--- src/rtl/lpht_pkg.sv ---
// Shared types, widths and codes for the linear-probing hash table.
`default_nettype none

package lpht_pkg;

    // Field widths fixed by the interface
    localparam int KEY_W      = 10;
    localparam int CFG_W      = 11;
    localparam int STATUS_W   = 2;
    localparam int OUT_VAL_W  = 32;
    localparam int IN_VAL_W   = 32;
    localparam int PROBE_W    = 11;

    // Defaults for the top-level parameters
    localparam int SLOTS_DEF      = 1024;
    localparam int VALUE_BITS_DEF = 32;

    // Table size after reset
    localparam logic [CFG_W-1:0] TABLE_SIZE_RST = 11'd1024;

    // Operation codes
    localparam logic OP_INSERT = 1'b0;
    localparam logic OP_SEARCH = 1'b1;

    // Result status codes
    localparam logic [STATUS_W-1:0] ST_INSERTED  = 2'd0;
    localparam logic [STATUS_W-1:0] ST_FULL      = 2'd1;
    localparam logic [STATUS_W-1:0] ST_FOUND     = 2'd2;
    localparam logic [STATUS_W-1:0] ST_NOT_FOUND = 2'd3;

    // One request item
    typedef struct packed {
        logic                        opcode;
        logic [KEY_W-1:0]            key;
        logic signed [IN_VAL_W-1:0]  value;
    } req_t;

    // One result item
    typedef struct packed {
        logic [STATUS_W-1:0]         status;
        logic [KEY_W-1:0]            slot;
        logic signed [OUT_VAL_W-1:0] found_value;
        logic [PROBE_W-1:0]          probe_count;
    } rsp_t;

    // Start command to the remainder unit
    typedef struct packed {
        logic             start;
        logic [KEY_W-1:0] dividend;
    } mod_cmd_t;

endpackage

`default_nettype wire

--- src/rtl/lpht_mod.sv ---
// Restoring remainder unit: key modulo table size, one key bit per cycle.
`default_nettype none

module lpht_mod #(
    parameter int SZ_W = 11
) (
    input  wire logic                     clk,
    input  wire logic                     rst_n,
    input  wire lpht_pkg::mod_cmd_t       cmd,
    input  wire logic [SZ_W-1:0]          divisor,
    output logic                          done,
    output logic [SZ_W-1:0]               rem
);

    import lpht_pkg::*;

    localparam int CNT_W = $clog2(KEY_W);

    logic                busy_reg,  busy_next;
    logic                done_reg,  done_next;
    logic [CNT_W-1:0]    cnt_reg,   cnt_next;
    logic [KEY_W-1:0]    quo_reg,   quo_next;
    logic [SZ_W-1:0]     rem_reg,   rem_next;
    logic [SZ_W:0]       trial;
    logic [SZ_W:0]       diff;

    // Shift in the next dividend bit and subtract where it fits
    always_comb
    begin
        trial     = {rem_reg, quo_reg[KEY_W-1]};
        diff      = trial - {1'b0, divisor};
        busy_next = busy_reg;
        done_next = 1'b0;
        cnt_next  = cnt_reg;
        quo_next  = quo_reg;
        rem_next  = rem_reg;
        if (cmd.start)
        begin
            busy_next = 1'b1;
            cnt_next  = '0;
            quo_next  = cmd.dividend;
            rem_next  = '0;
        end
        else if (busy_reg)
        begin
            quo_next = {quo_reg[KEY_W-2:0], 1'b0};
            if (trial >= {1'b0, divisor})
            begin
                rem_next = diff[SZ_W-1:0];
            end
            else
            begin
                rem_next = trial[SZ_W-1:0];
            end
            cnt_next = cnt_reg + 1'b1;
            if (cnt_reg == CNT_W'(KEY_W - 1))
            begin
                busy_next = 1'b0;
                done_next = 1'b1;
            end
        end
    end

    always_ff @(posedge clk or negedge rst_n)
    begin
        if (!rst_n)
        begin
            busy_reg <= 1'b0;
            done_reg <= 1'b0;
        end
        else
        begin
            busy_reg <= busy_next;
            done_reg <= done_next;
        end
    end

    // Datapath, no reset
    always_ff @(posedge clk)
    begin
        cnt_reg <= cnt_next;
        quo_reg <= quo_next;
        rem_reg <= rem_next;
    end

    assign done = done_reg;
    assign rem  = rem_reg;

endmodule

`default_nettype wire

--- config.mk ---
export PLATFORM = sky130hd
export DESIGN_NAME = lpht_mod
export DESIGN_NICKNAME = d
export VERILOG_FILES = /design/src/rtl/lpht_pkg.sv /design/src/rtl/lpht_mod.sv
export SDC_FILE = /design/constraint.sdc
export NUM_CORES = 1
export LEC_CHECK = 0
export BUFFER_PORTS_ARGS = -buffer_cell sky130_fd_sc_hd__buf_2
export CORE_MARGIN = 2
export CORE_UTILIZATION = 28
export DETAILED_ROUTE_END_ITERATION = 8
export GPL_TIMING_DRIVEN = 0
export HOLD_SLACK_MARGIN = 0.12
export PLACE_DENSITY = 0.48
export SYNTH_ARGS = -nofsm -noshare
export SYNTH_HDL_FRONTEND = slang
export SYNTH_SLANG_ARGS = --single-unit
--- constraint.sdc ---
create_clock -name clk -period 7.07 [get_ports clk]
set_input_delay 1.0605 -clock clk [delete_from_list [all_inputs] [get_ports clk]]
set_output_delay 1.0605 -clock clk [all_outputs]
set_load 0.005 [all_outputs]
==> impl_metrics.tcl, run 1 <==
set metrics [dict create \
    dpl.cell_count 288 \
    yosysWarnings 0 \
    grt_max_degree 16 \
    outcome "complete, no violations" \
    placementRows 28 \
    antenna_found_initial 0 \
    viasPerCell 4.72 \
    ctsHoldBuffers 0 \
    largest_register_ffs 11 \
    dr.pass1.iters 4 \
    cts_buffers 3 \
    numClockSinks 27 \
    cap_violations 0 \
    gp_congestion 0.783 \
    die_h_um 83.4 \
    ctsResizeCount 0 \
    worst-path-buf-inv 2 \
    final_antenna_net_count 0 \
    root_buffer "clkbuf_8" \
    power.density_nw_per_um2 306 \
    irDropWorstVdd_uv 133 \
    grt.total_usage_pct 11.4 \
    grt_pass1_vias 1390 \
    drc 0 \
    dp_hpwl_um 3020 \
    fin_setup_tns_ns 0 \
    synth.cell_area_um2 1770 \
    r2r_slack_ns 4.43 \
    period_minus_slack_ns 3.13 \
    cts_setup_buffers 0 \
    synthFlopType "dfxtp_1" \
    cts_tree "built" \
    stdcell_count 292 \
    yosysSeqAreaShare_pct 36.9 \
    final-hold-violation-count 0 \
    rsz0062_at_grt "no" \
    critPathMaxStageDelay_ns 0.45 \
    wl_per_cell_um 13.2 \
    total_power_uw 635 \
    seq_area_um2 651 \
    critical_path_class "in -> reg" \
    ys_seq_elements 27 \
    async_flop_share_pct 7.41 \
    setup_viol 0 \
    nNetsFinal 256 \
    hp-class "reg -> reg" \
    antennaDiodeCount 0 \
    wl_um 3860 \
    p_leak_nw 0.939 \
    vias 1379 \
    finClkSkew_ns 0.00739 \
    syn_inst 179 \
    initial_core_util_pct 29.5 \
    io_pins 36 \
    slew_viol_final 0 \
    first_iter_violations 49 \
    cp_slowest_cell "o31ai_4" \
    critPathLaunchType "primary input" \
    cp_top_family "compound AO/OA/AOI/OAI gates" \
    clk_latency_ns 0.27 \
    die_area_um2 6960 \
    period_share_pct 44.2 \
    cp_max_fo 10 \
    grt_overflow 0 \
    core-area_um2 5990 \
    max_freq_mhz 320 \
    grt_pass1_wl_um 6610 \
    worst_setup_path_end_kind "flop" \
    htreeDepth 1 \
    cp.required_ns 7.20 \
    cp_cell_sequence "buf_2, ha_1, fa_1, nand2b_2, a21oi_4, a41oi_1, o31ai_4, buf_6, mux2i_1, a211oi_1" \
    slew_headroom_pct 66.5 \
    synth_enable_flop_cells 10 \
    syn_nets 217 \
    num-fill-cells 650 \
    drive_gt1_share_pct 26.3 \
    die_x_um 83.4 \
    multiInputGateArea_um2 1020 \
    synth_area_per_cell_um2 9.86 \
    port-buffer-count 34 \
    clkTransAtPathRegs_ns 0.09 \
    tightest_slew_ns 0.503 \
    yosysUniqueCellTypes 50 \
    clockBufferDepth 2 \
    arrival_ns 3.26 \
    area_delta_synth_final_pct 17.6 \
]
layer usage:
layer | GRT usage, % | share of wire (%) | up-vias
li1 | - | - | 721
met5 | 0 | 0 | -
met3 | 2.58 | 4.1 | 2
met4 | 1.34 | 0.54 | 0
met1 | 16.3 | 52 | 625
met2 | 18.0 | 43 | 31
area by class of cell:
cell class,instances,area share [%]
plain buffers,9,2.11
repair buffers,34,8.20
well taps,75,4.52
inverters,14,2.53
clock inverters,1,0.241
multi-input cells,129,49.1
clock buffers,3,1.99
flip-flops and latches,27,31.3
cell usage after synthesis (3+ instances only):
master	instances	share of area, %
a211oi_1	9	3.8
a21o_1	4	1.7
a21oi_1	6	1.7
clkbuf_1	5	1.1
dfxtp_1	15	17
edfxtp_1	10	17
ha_1	13	9.2
inv_1	14	3.0
mux2_2	9	5.7
mux2i_1	7	4.0
nand2_1	10	2.1
nand3_1	3	0.85
nor2_1	19	4.0
nor2b_1	4	1.4
o21ai_0	3	0.85
xnor2_1	5	2.5
xor2_1	5	2.5
worst paths after layout:
| kind | from | cells past startpoint | to |
|---|---|---|---|
| hold / removal | rem[7] | 2 | rem[7] |
| hold reg to reg | rem[7] | 2 | rem[7] |
| setup / recovery | divisor[0] | 10 | rem[8] |
| max in group asynchronous | rst_n | 1 | done |
| min in group asynchronous | rst_n | 1 | busy_reg |
| setup reg to reg | quo_reg[9] | 10 | rem[8] |
per-stage QoR:
| stage | instance area [µm²] | setup slack [ns] | hold slack, ns | utilization (%) |
|---|---|---|---|---|
| floorplan | 1770 | 4.00 | 0.471 | - |
| global placement | 2030 | 3.65 | 0.503 | 33.9 |
| detailed placement | 2030 | 3.63 | 0.504 | 33.9 |
| CTS | 2080 | 3.92 | 0.518 | 34.6 |
| global route | 2080 | 3.73 | 0.554 | 34.6 |
| finish | 2080 | 3.94 | 0.515 | 34.6 |
cells by family after synthesis:
group	after synthesis	synth area share, %
buffers and inverters	23	5.46
and+or+nand+nor	50	14.4
adders and majority gates	14	10.3
muxes	17	10.6
AOI/OAI and AO/OA	38	17.4
DFF	27	36.9
xor gates and xnor gates	10	4.96
tightest hold or removal path, cell delays in order, from the launching register on:
cell and delay (ns):
dfxtp_1 0.35, nand2_1 0.06, o21ai_0 0.06
placed cells by master, fill, tap and decap left out, types with 2 or more instances in the layout:
cell type and n:
a21oi_1 6, nand4_1 2, mux2_2 9, clkbuf_1 5, nor2b_1 4, xor2_1 5
nand3_1 3, dfrtp_1 2, nor3b_1 2, nor2_1 19, xnor2_1 5, ha_1 13
o21ai_0 3, dfxtp_1 15, inv_1 14, nand2_1 10, a21o_1 4, clkbuf_8 3
buf_2 36, a211o_1 2, a211oi_1 9, mux2i_1 7, edfxtp_1 10
report_power, final:
part           internal (mW)  leakage, nW  switching [mW]  total [mW]
clock network         0.0394       0.0255          0.0472      0.0867
registers              0.192        0.254          0.0288       0.221
logic                  0.155        0.660           0.172       0.327
total                  0.387        0.939           0.248       0.635
No activity file was read; power rests on OpenSTA's default activity.
==> run 2, diff against run 1 <==
PLACE_DENSITY = 0.5   (was 0.48)
clock period = 2.8 ns   (was 7.07 ns; I/O delays follow)
==> impl_metrics.tcl, run 2 (synthesized netlist as in run 1, its figures left out) <==
set metrics [dict create \
    outcome "complete, no violations" \
    seq_area_um2 651 \
    power.density_nw_per_um2 777 \
    port-buffer-count 34 \
    critPathLaunchType "flop" \
    total_power_mw 1.64 \
    dp_hpwl_um 3020 \
    finClkSkew_ns 0.00396 \
    final_cell_mix "36 x buf_2, 19 x nor2_1, 15 x dfxtp_1" \
    gp_congestion 0.759 \
    nNetsFinal 260 \
    htreeDepth 1 \
    multiInputGateArea_um2 1020 \
    grt_max_degree 16 \
    finalHoldWorstSlack_ns 0.424 \
    slew_viol_final 0 \
    clkTransAtPathRegs_ns 0.09 \
    period_minus_slack_ns 2.57 \
    cts_buffers 3 \
    clockBufferDepth 2 \
    final_antenna_net_count 0 \
    grt.total_usage_pct 11.1 \
    die_x_um 83.4 \
    cp_max_fo 4 \
    irDropWorstVdd_uv 256 \
    final_core_util_pct 35.2 \
    drive_gt1_share_pct 27.1 \
    period_share_pct 91.7 \
    numClockSinks 27 \
    wl_um 3880 \
    wl_per_cell_um 13.1 \
    antennaDiodeCount 0 \
    max_freq_mhz 389 \
    hp-class "in -> reg" \
    cts_tree "built" \
    stdcell_area_um2 2110 \
    clk_latency_ns 0.27 \
    cp_slowest_cell "fa_1" \
    cap_violations 0 \
    core-area_um2 5990 \
    placementRows 28 \
    num-fill-cells 632 \
    worst_setup_path_end_kind "flop" \
    area_delta_synth_final_pct 19.4 \
    grt_pass1_wl_um 6440 \
    drc 0 \
    io_pins 36 \
    antenna_found_initial 0 \
    arrival_ns 2.77 \
    root_buffer "clkbuf_8" \
    critical_path_class "reg -> reg" \
    grt_pass1_vias 1351 \
    dpl_cell_area_um2 2030 \
    final-hold-violation-count 0 \
    cp.required_ns 3.00 \
    grt_overflow 0 \
    initial_core_util_pct 29.5 \
    die_h_um 83.4 \
    tightest_slew_ns 0.542 \
    cp_top_family "compound AO/OA/AOI/OAI gates" \
    cp_cell_sequence "inv_1, ha_1, fa_1, nand2b_2, a21oi_4, a41oi_1, o31ai_4, buf_4, mux2_4, a211oi_2" \
    rsz0062_at_grt "no" \
    first_iter_violations 59 \
    viasPerCell 4.70 \
    mostFrequentLayoutCell "buf_2" \
    fin_setup_tns_ns 0 \
    worst-path-buf-inv 2 \
    vias 1392 \
    critPathMaxStageDelay_ns 0.40 \
    die_area_um2 6960 \
    slew_headroom_pct 63.9 \
    setup_viol 0 \
    ctsResizeCount 0 \
    p_leak_nw 0.959 \
    largest_register_ffs 11 \
    dr.pass1.iters 4 \
]
-- run 2: cell count changes in the layout (fill, tap and decap cells not counted), sizes merged --
cell and change:
buf +3, dlygate4sd3 +1
-- run 2: layout make-up --
type                            instances  area share [%]
Buffer                                  9            2.08
Multi-Input combinational cell        129            48.3
Timing Repair Buffer                   38            9.61
Sequential cell                        27            30.9
Tap cell                               75            4.45
Clock buffer                            3            1.96
Inverter                               14            2.49
Clock inverter                          1           0.237
-- run 2: worst register-to-register path: stages (launching register included) --
cell and delay (ns):
edfxtp_1 0.36, inv_1 0.07, ha_1 0.21, fa_1 0.40, nand2b_2 0.23, a21oi_4 0.18
a41oi_1 0.12, o31ai_4 0.24, buf_4 0.19, mux2_4 0.31, a211oi_2 0.21
-- run 2: what timing repair did --
action | 4_1_cts | 5_1_grt
setup buffers | 0 | 3
hold endpoints to repair | 2 | 0
setup endpoints to repair | 0 | 5
hold buffers | 1 | 0
-- run 2: final timing paths --
check | startpoint | end | depth (start not counted) | slack [ns]
min in group asynchronous | rst_n | done | 2 | 0.45
max | quo_reg[9] | rem[0] | 10 | 0.23
min | cmd[0] | quo_reg[0] | 2 | 0.42
min reg2reg | cnt_reg[3] | done | 2 | 0.50
max reg2reg | quo_reg[9] | rem[0] | 10 | 0.23
max in group asynchronous | rst_n | busy_reg | 2 | 2.26
-- run 2: layer usage --
metal	global-route usage, %	share of wire, %
met1	16.6	52
met5	0	0
met4	1.34	0.28
met2	16.5	43
met3	2.49	4.2
-- run 2: power by group --
part	internal (mW)	switching [mW]
clock network	0.0998	0.121
registers	0.485	0.0723
logic	0.417	0.443
-- run 2: stage by stage --
stage	cells	setup WS, ns
2_1_floorplan	179	0.369
3_3_place_gp	288	0.0271
3_5_place_dp	288	0.0136
4_1_cts	293	0.131
5_1_grt	296	0.0615
6_report	296	0.233
