===== src/rtl/lpht_ram.sv =====
// Generic single-write, single-read synchronous RAM with registered read data.
`default_nettype none

module lpht_ram #(
    parameter int WIDTH = 8,
    parameter int DEPTH = 16,
    localparam int AW   = (DEPTH > 1) ? $clog2(DEPTH) : 1
) (
    input  wire logic             clk,
    input  wire logic             we,
    input  wire logic [AW-1:0]    waddr,
    input  wire logic [WIDTH-1:0] wdata,
    input  wire logic [AW-1:0]    raddr,
    output logic      [WIDTH-1:0] rdata
);

    logic [WIDTH-1:0] mem [DEPTH];

    // Write port and registered read port
    always_ff @(posedge clk)
    begin
        if (we)
        begin
            mem[waddr] <= wdata;
        end
        rdata <= mem[raddr];
    end

endmodule

`default_nettype wire


===== config.mk =====
export PLATFORM = sky130hd
export DESIGN_NAME = lpht_ram
export DESIGN_NICKNAME = d
export VERILOG_FILES = /design/src/rtl/lpht_ram.sv
export SDC_FILE = /design/constraint.sdc
export NUM_CORES = 1
export LEC_CHECK = 0
export BUFFER_PORTS_ARGS = -buffer_cell sky130_fd_sc_hd__buf_4
export CAP_MARGIN = 20
export CORE_MARGIN = 2
export CORE_UTILIZATION = 40
export DETAILED_ROUTE_END_ITERATION = 10
export PLACE_DENSITY = 0.61
export SLEW_MARGIN = 0
export SYNTH_ARGS = -nofsm -noshare
export SYNTH_HDL_FRONTEND = slang
export SYNTH_SLANG_ARGS = --single-unit

===== constraint.sdc =====
create_clock -name clk -period 4.26 [get_ports clk]
set_clock_uncertainty 0.2 [all_clocks]
set_input_delay 0.213 -clock clk [delete_from_list [all_inputs] [get_ports clk]]
set_output_delay 0.213 -clock clk [all_outputs]
set_load 0.005 [all_outputs]

==> implementation parameters, run 1 <==
Parameter                              Value

Min path
  Type of the tightest min-delay check ... input port to register
  Origin of the worst min-delay path ... waddr[0]
  Hold path depth ... 2
  Sink of the worst hold path ... mem[12][4]

Die
  Placement row count ... 41
  Die Width ... 117 um
  Number of I/O pins ... 26
  Die height ... 117 um
  Core Footprint ... 0.0126 sq mm
  Die area ... 0.0138 sq mm
  Effective utilization at floorplan ... 41.0%

Setup path
  Type of the worst setup path ... input port to register
  Stage delay of the slowest cell on the critical path ... 0.71 ns
  Cell with the largest stage delay on the worst path ... sky130_fd_sc_hd__nor2_1
  Register-to-register setup slack ... 2.70 ns
  Critical path fanouts, max ... 8
  Kind of end point of the critical path ... register
  Cells on worst reg2reg path ... 3
  Capturing point of the worst reg2reg path ... rdata[5]
  Critical path startpoint category ... input port
  Critical path, cell by cell ... dlygate4sd3_1, buf_4, nand2b_1, nor2_1
  Data arrival time of the critical path ... 1.82 ns
  CP Data Required Time ... 4.09 ns
  Startpoint of the worst register-to-register path ... mem[9][5]

Status
  Status ... complete, no violations

Global route
  Maximum number of pins on one net before global-route repair ... 33
  Via count of the first global-routing pass ... 2497
  Total global-route track usage ... 15.3%
  Grt total ovfl ... 0
  Number of antenna violations at the first check in global routing ... 0
  Global-route wire length before repair ... 15100 um

Drt
  DRT met1 WL ... 4280 um
  Mean routed wirelength per cell ... 21.1 um
  Number of nets with antenna violations after routing ... 0
  First-pass iteration count of the detailed router ... 4
  Number of DRC violations after detailed routing ... 0
  Overall routed net length ... 9710 um
  Number of vias per cell ... 5.05
  Metal2 WL ... 4810 um
  Highest metal layer used by the detailed router ... met4
  DR iter-0 viols ... 103
  Routed vias ... 2330
  Routed met3 length ... 493 um

Clock tree
  Number of post-CTS setup repair buffers ... 0
  Clk Latency, worst-skew pair ... 0.41 ns
  CTS H-Tree Depth ... 4
  Number of gates resized after cts ... 0
  Buffer levels on the longest clock path ... 2
  TritonCTS Buffers ... 17
  TritonCTS clock tree ... done
  Clock transition at the register clock pins on the worst setup and hold paths after CTS ... 0.06 ns
  Clk Tree Root Cell ... sky130_fd_sc_hd__clkbuf_16
  Total number of clock tree sinks ... 136

STA
  Worst relative slew slack ... 37.2%
  Sum of negative setup slack ... 0 ns
  Worst hold-check slack ... 0.0480 ns
  Time the worst path needs with I/O delays and setup ... 1.99 ns
  Transition time at the pin with the least slew margin ... 0.938 ns
  Fin. Hold Viols ... 0
  Max Freq ... 501 MHz
  Unrepaired setup endpoints after global routing ... false
  Ratio of final minimum period to clock period ... 46.8%
  Worst Slack Setup Final ... 2.27 ns
  Final count of pins violating max slew ... 0
  Setup violation total in the final timing report ... 0

Pwr
  Power per unit of standard cell area ... 511 mW/mm^2
  Worst voltage drop across the vdd grid ... 282 uV
  Leakage ... 2.06 nW

Synth
  Average instance area after synthesis ... 22.5 sq um
  Commonest cells in the netlist ... sky130_fd_sc_hd__edfxtp_1 (128), sky130_fd_sc_hd__mux4_2 (18), sky130_fd_sc_hd__a22oi_1 (16), sky130_fd_sc_hd__mux4_1 (14), sky130_fd_sc_hd__nor2_1 (13)
  Netlist Area Pre-Place ... 0.00515 sq mm
  Most common cell in the netlist ... sky130_fd_sc_hd__edfxtp_1
  Post-synthesis cell type with the largest combined area ... sky130_fd_sc_hd__edfxtp_1
  Part of the Yosys area used for sequential elements ... 77.8%
  Most area-consuming cells after synthesis ... sky130_fd_sc_hd__edfxtp_1 (75%), sky130_fd_sc_hd__mux4_2 (7.9%), sky130_fd_sc_hd__mux4_1 (7.1%)
  Syn Nets ... 247
  Synth Flop Type ... sky130_fd_sc_hd__edfxtp_1
  Number of warnings reported in the yosys synthesis log ... 0
  Unique masters post-synth ... 19
  Number of instances in the synthesized netlist ... 229
  Proportion of netlist area held by the largest area contributor ... 74.7%
  Proportion of register bits with asynchronous set or reset after synthesis ... 0%
  Number of enable flip-flop cells after synthesis ... 128
  Count of state elements after synthesis ... 136

Placed design
  Final weighted congestion in routability-driven placement ... 0.708
  Hpwl dp ... 5770 um
  Pre-CTS WS ... 1.96 ns
  Number of port buffers ... 25
  Total instance count after detailed placement ... 418

Cells and area
  Area growth syn-to-layout ... 20.7%
  Final-layout fill cell count ... 1023
  Layout net count ... 294
  # diodes ... 0
  Final standard cell count with taps included and fillers excluded ... 461
  End-of-flow core utilization ... 49.4%
  Fraction of final layout cells with drive strength greater than 1 ... 26.6%

Job
  Reported max-cap violation count ... 0
-- state kept, by name, indices dropped and copies added (netlist names) --
| name | count |
|---|---|
| mem | 128 |
| rdata | 8 |
-- worst max-delay path: cells and delay by family --
kind	cells	cell delay, ns
buf+inv	2	0.70
simple gates	2	0.90
-- through the flow --
stage	cell area [sq um]	power [mW]
global route	6210	3.28
finish	6210	3.17
CTS	6190	3.20
floorplan	5150	1.61
detailed placement	5480	1.67
global placement	5480	1.67
-- cells in the final DEF (no fill, tap or decap) --
master	count
sky130_fd_sc_hd__edfxtp_1	128
sky130_fd_sc_hd__buf_4	27
sky130_fd_sc_hd__mux4_2	18
sky130_fd_sc_hd__clkbuf_16	17
sky130_fd_sc_hd__a22oi_1	16
sky130_fd_sc_hd__mux4_1	14
sky130_fd_sc_hd__nor2_1	13
sky130_fd_sc_hd__dlygate4sd3_1	10
sky130_fd_sc_hd__nand2_1	9
sky130_fd_sc_hd__dfxtp_1	8
sky130_fd_sc_hd__clkinvlp_4	5
sky130_fd_sc_hd__bufinv_16	4
sky130_fd_sc_hd__nor3_1	3
sky130_fd_sc_hd__nand3b_1	2
sky130_fd_sc_hd__nand2b_1	2
sky130_fd_sc_hd__clkbuf_1	2
sky130_fd_sc_hd__nor2b_1	1
sky130_fd_sc_hd__and2_1	1
sky130_fd_sc_hd__and2b_1	1
sky130_fd_sc_hd__nand3_1	1
sky130_fd_sc_hd__nor3_2	1
sky130_fd_sc_hd__or3b_2	1
sky130_fd_sc_hd__clkbuf_8	1
sky130_fd_sc_hd__inv_6	1
sky130_fd_sc_hd__clkinv_1	1
sky130_fd_sc_hd__clkinv_2	1
sky130_fd_sc_hd__clkbuf_4	1
-- report_power, final --
group	leakage, nW	internal, mW	switching [mW]
Combinational	0.552	0.0681	0.0763
Sequential	1.22	1.50	0.00911
Clock	0.286	0.993	0.530
Total	2.06	2.56	0.615
-- repair_timing --
action | CTS | global route
setup endpoints to repair | 0 | 0
hold buffers | 8 | 2
endpoints found under the hold margin | 128 | 1
-- how the worst max path moves through the flow --
stage                         from          to
after floorplan           waddr[2]   mem[0][0]
after global placement    waddr[2]   mem[0][2]
after detailed placement  waddr[2]   mem[0][1]
after CTS                 waddr[2]   mem[0][7]
after global routing      waddr[1]   mem[9][2]
final                     waddr[1]  mem[13][1]
-- routing by layer --
layer | up-vias | GRT usage [%]
met5 | - | 0
met4 | 0 | 6.33
met3 | 13 | 4.04
met2 | 74 | 24.3
met1 | 1177 | 20.1
li1 | 1066 | -
-- cells by family after synthesis --
kind of cell | Yosys count | share of synthesized area (%)
DFF | 136 | 77.8
and+or+nand+nor | 35 | 3.18
muxes | 32 | 15.0
AOI/OAI and AO/OA | 16 | 2.33
buffers and inverters | 10 | 1.68
-- layout make-up --
| class | instances | area [sq um] | area share, % |
|---|---|---|---|
| tap | 172 | 215 | 3.46 |
| multi-input combinational | 83 | 1060 | 17.1 |
| clock buffer | 20 | 447 | 7.19 |
| timing repair buffer | 38 | 310 | 4.99 |
| sequential | 136 | 4000 | 64.4 |
| clock inverter | 12 | 175 | 2.82 |
Note: power is estimated with default switching activity, not from simulation.
==> inputs of run 2 (changes only) <==
clock period = 1.9 ns   (was 4.26 ns; I/O delays follow)
==> implementation parameters, run 2 (same netlist as run 1, synthesis figures left out) <==
Parameter                              Value

Die
  Die Width ... 117 um (unchanged)
  Die height ... 117 um (unchanged)
  Placement row count ... 41 (unchanged)
  Effective utilization at floorplan ... 41.0% (unchanged)
  Die area ... 0.0138 sq mm (unchanged)
  Core Footprint ... 0.0126 sq mm (unchanged)
  Number of I/O pins ... 26 (unchanged)

Setup path
  Worst setup path start ... waddr[0]
  Startpoint of the worst register-to-register path ... mem[11][7]
  Critical path fanouts, max ... 8 (unchanged)
  Critical path startpoint category ... input port
  Kind of end point of the critical path ... register
  CP Data Required Time ... 1.81 ns (-2.28 ns)
  Type of the worst setup path ... input port to register
  Data arrival time of the critical path ... 1.69 ns (-0.13 ns)

Placed design
  Hpwl dp ... 5980 um (+3.7%)
  Number of port buffers ... 25 (unchanged)
  Final weighted congestion in routability-driven placement ... 0.733 (+3.6%)

Clock tree
  Clock transition at the register clock pins on the worst setup and hold paths after CTS ... 0.05 ns (about the same)
  Number of post-CTS setup repair buffers ... 0 (unchanged)
  TritonCTS Buffers ... 17 (unchanged)
  Number of gates resized after cts ... 0 (unchanged)
  Buffer levels on the longest clock path ... 2 (unchanged)
  # hold bufs at CTS ... 10 (+2)
  Clk Latency, worst-skew pair ... 0.41 ns (about the same)
  Total number of clock tree sinks ... 136 (unchanged)
  TritonCTS clock tree ... done
  CTS H-Tree Depth ... 4 (unchanged)
  Clk Tree Root Cell ... sky130_fd_sc_hd__clkbuf_16

Cells and area
  Largest register FFs ... 128 (unchanged)
  Largest registers ... mem: 128 flops, rdata: 8 flops
  End-of-flow core utilization ... 50.7% (+1.2 points)
  Register with the most flip-flops ... mem
  Area growth syn-to-layout ... 23.7%
  Most frequent standard cell in the layout excluding fill and tap cells ... sky130_fd_sc_hd__edfxtp_1
  Top library cells by usage in the layout, fill and taps aside ... sky130_fd_sc_hd__edfxtp_1 (128), sky130_fd_sc_hd__buf_4 (48), sky130_fd_sc_hd__mux4_2 (18)
  Final-layout fill cell count ... 1007 (-1.6%)
  Layout net count ... 315 (+7.1%)
  Register area ... 0.00400 sq mm (unchanged)
  Fraction of final layout cells with drive strength greater than 1 ... 31.3% (+4.6 points)
  # diodes ... 0 (unchanged)
  Area of combinational cells with multiple inputs ... 0.00106 sq mm (-0.47%)

Global route
  GRT met3 Usage ... 4.62% (+0.58 points)
  Global-route met2 utilization ... 23.2% (-1.2 points)
  Maximum number of pins on one net before global-route repair ... 27 (-18%)
  Via count of the first global-routing pass ... 2474 (-0.92%)
  Grt total ovfl ... 0 (unchanged)
  Global routing's busiest layer ... met2
  Number of antenna violations at the first check in global routing ... 0 (unchanged)
  Global-route wire length before repair ... 14400 um (-4.3%)
  GR Layer Usage met1 ... 19.2% (-0.92 points)
  Total global-route track usage ... 14.6% (-0.73 points)

Drt
  Number of vias per cell ... 5.01 (-0.91%)
  Routed vias ... 2414 (+3.6%)
  First-pass iteration count of the detailed router ... 4 (unchanged)
  Mean routed wirelength per cell ... 19.2 um (-9.0%)
  DR iter-0 viols ... 131 (+27%)
  Number of nets with antenna violations after routing ... 0 (unchanged)
  Number of DRC violations after detailed routing ... 0 (unchanged)
  Overall routed net length ... 9240 um (-4.9%)

Min path
  Type of the tightest min-delay check ... input port to register
  Origin of the worst min-delay path ... waddr[1]

STA
  Fin. Hold Viols ... 0 (unchanged)
  Setup violation total in the final timing report ... 0 (unchanged)
  Unrepaired setup endpoints after global routing ... false
  Ratio of final minimum period to clock period ... 93.6%
  Time the worst path needs with I/O delays and setup ... 1.78 ns
  Final count of pins violating max slew ... 0 (unchanged)
  Sum of negative setup slack ... 0 ns (unchanged)
  Worst relative slew slack ... 68.1% (+31 points)
  Transition time at the pin with the least slew margin ... 0.479 ns (-0.459 ns)
  Max Freq ... 562 MHz

Pwr
  Worst voltage drop across the vdd grid ... 617 uV (+120%)
  Post-layout power ... 7.03 mW (+120%)
  Power per unit of standard cell area ... 1100 mW/mm^2 (+120%)
  Leakage ... 2.19 nW (+6.0%)

Job
  Reported max-cap violation count ... 0 (unchanged)

Status
  Status ... complete, no violations
-- run 2: cell types whose count changed in the layout (fill, tap and decap cells not counted), sizes merged --
cell,previous run,this run
clkinv,2,3
clkinvlp,5,2
inv,1,0
bufinv,4,3
clkbuf,21,24
buf,27,49
-- run 2: critical path, stage by stage --
cell and delay, ns:
sky130_fd_sc_hd__dlygate4sd3_1 0.53, sky130_fd_sc_hd__buf_4 0.15, sky130_fd_sc_hd__nor3_1 0.16, sky130_fd_sc_hd__dlygate4sd3_1 0.57, sky130_fd_sc_hd__buf_4 0.18
-- run 2: area by class of cell --
class | instances | area share, %
tap | 172 | 3.38
clock inverter | 8 | 1.89
clock buffer | 24 | 7.72
multi-input combinational | 83 | 16.6
timing repair buffer | 59 | 7.54
sequential | 136 | 62.9
-- run 2: through the flow --
step / cell area [sq um] / std cells / hold WS, ns / setup slack [ns]
6_report: 6370 / 482 / 0.0250 / 0.121
5_1_grt: 6370 / 482 / 0.0189 / 0.0280
4_1_cts: 6370 / 482 / 0.00760 / 0.156
3_5_place_dp: 5660 / 440 / 0.213 / 0.129
3_3_place_gp: 5660 / 440 / 0.205 / 0.102
2_1_floorplan: 5150 / 229 / -0.00613 / 0.112
-- run 2: where the power goes --
group	total, mW	leakage [nW]	switching, mW	internal (mW)
clock	3.31	0.296	1.12	2.20
sequential	3.38	1.22	0.0203	3.36
combinational	0.339	0.665	0.167	0.172
total	7.03	2.19	1.30	5.72
-- run 2: routing by layer --
| layer | vias to the layer above | routed length [um] | share of wire, % |
|---|---|---|---|
| li1 | 1108 | - | - |
| met1 | 1233 | 4020 | 44 |
| met4 | 0 | 94 | 1.0 |
| met2 | 64 | 4650 | 50 |
| met3 | 9 | 469 | 5.1 |
| met5 | - | 0 | 0 |
-- run 2: final timing paths --
path	to	slack, ns	cells past startpoint
setup / recovery	mem[0][7]	0.12	5
hold / removal	mem[4][6]	0.03	3
setup reg to reg	rdata[7]	0.29	3
hold reg to reg	rdata[0]	0.48	3
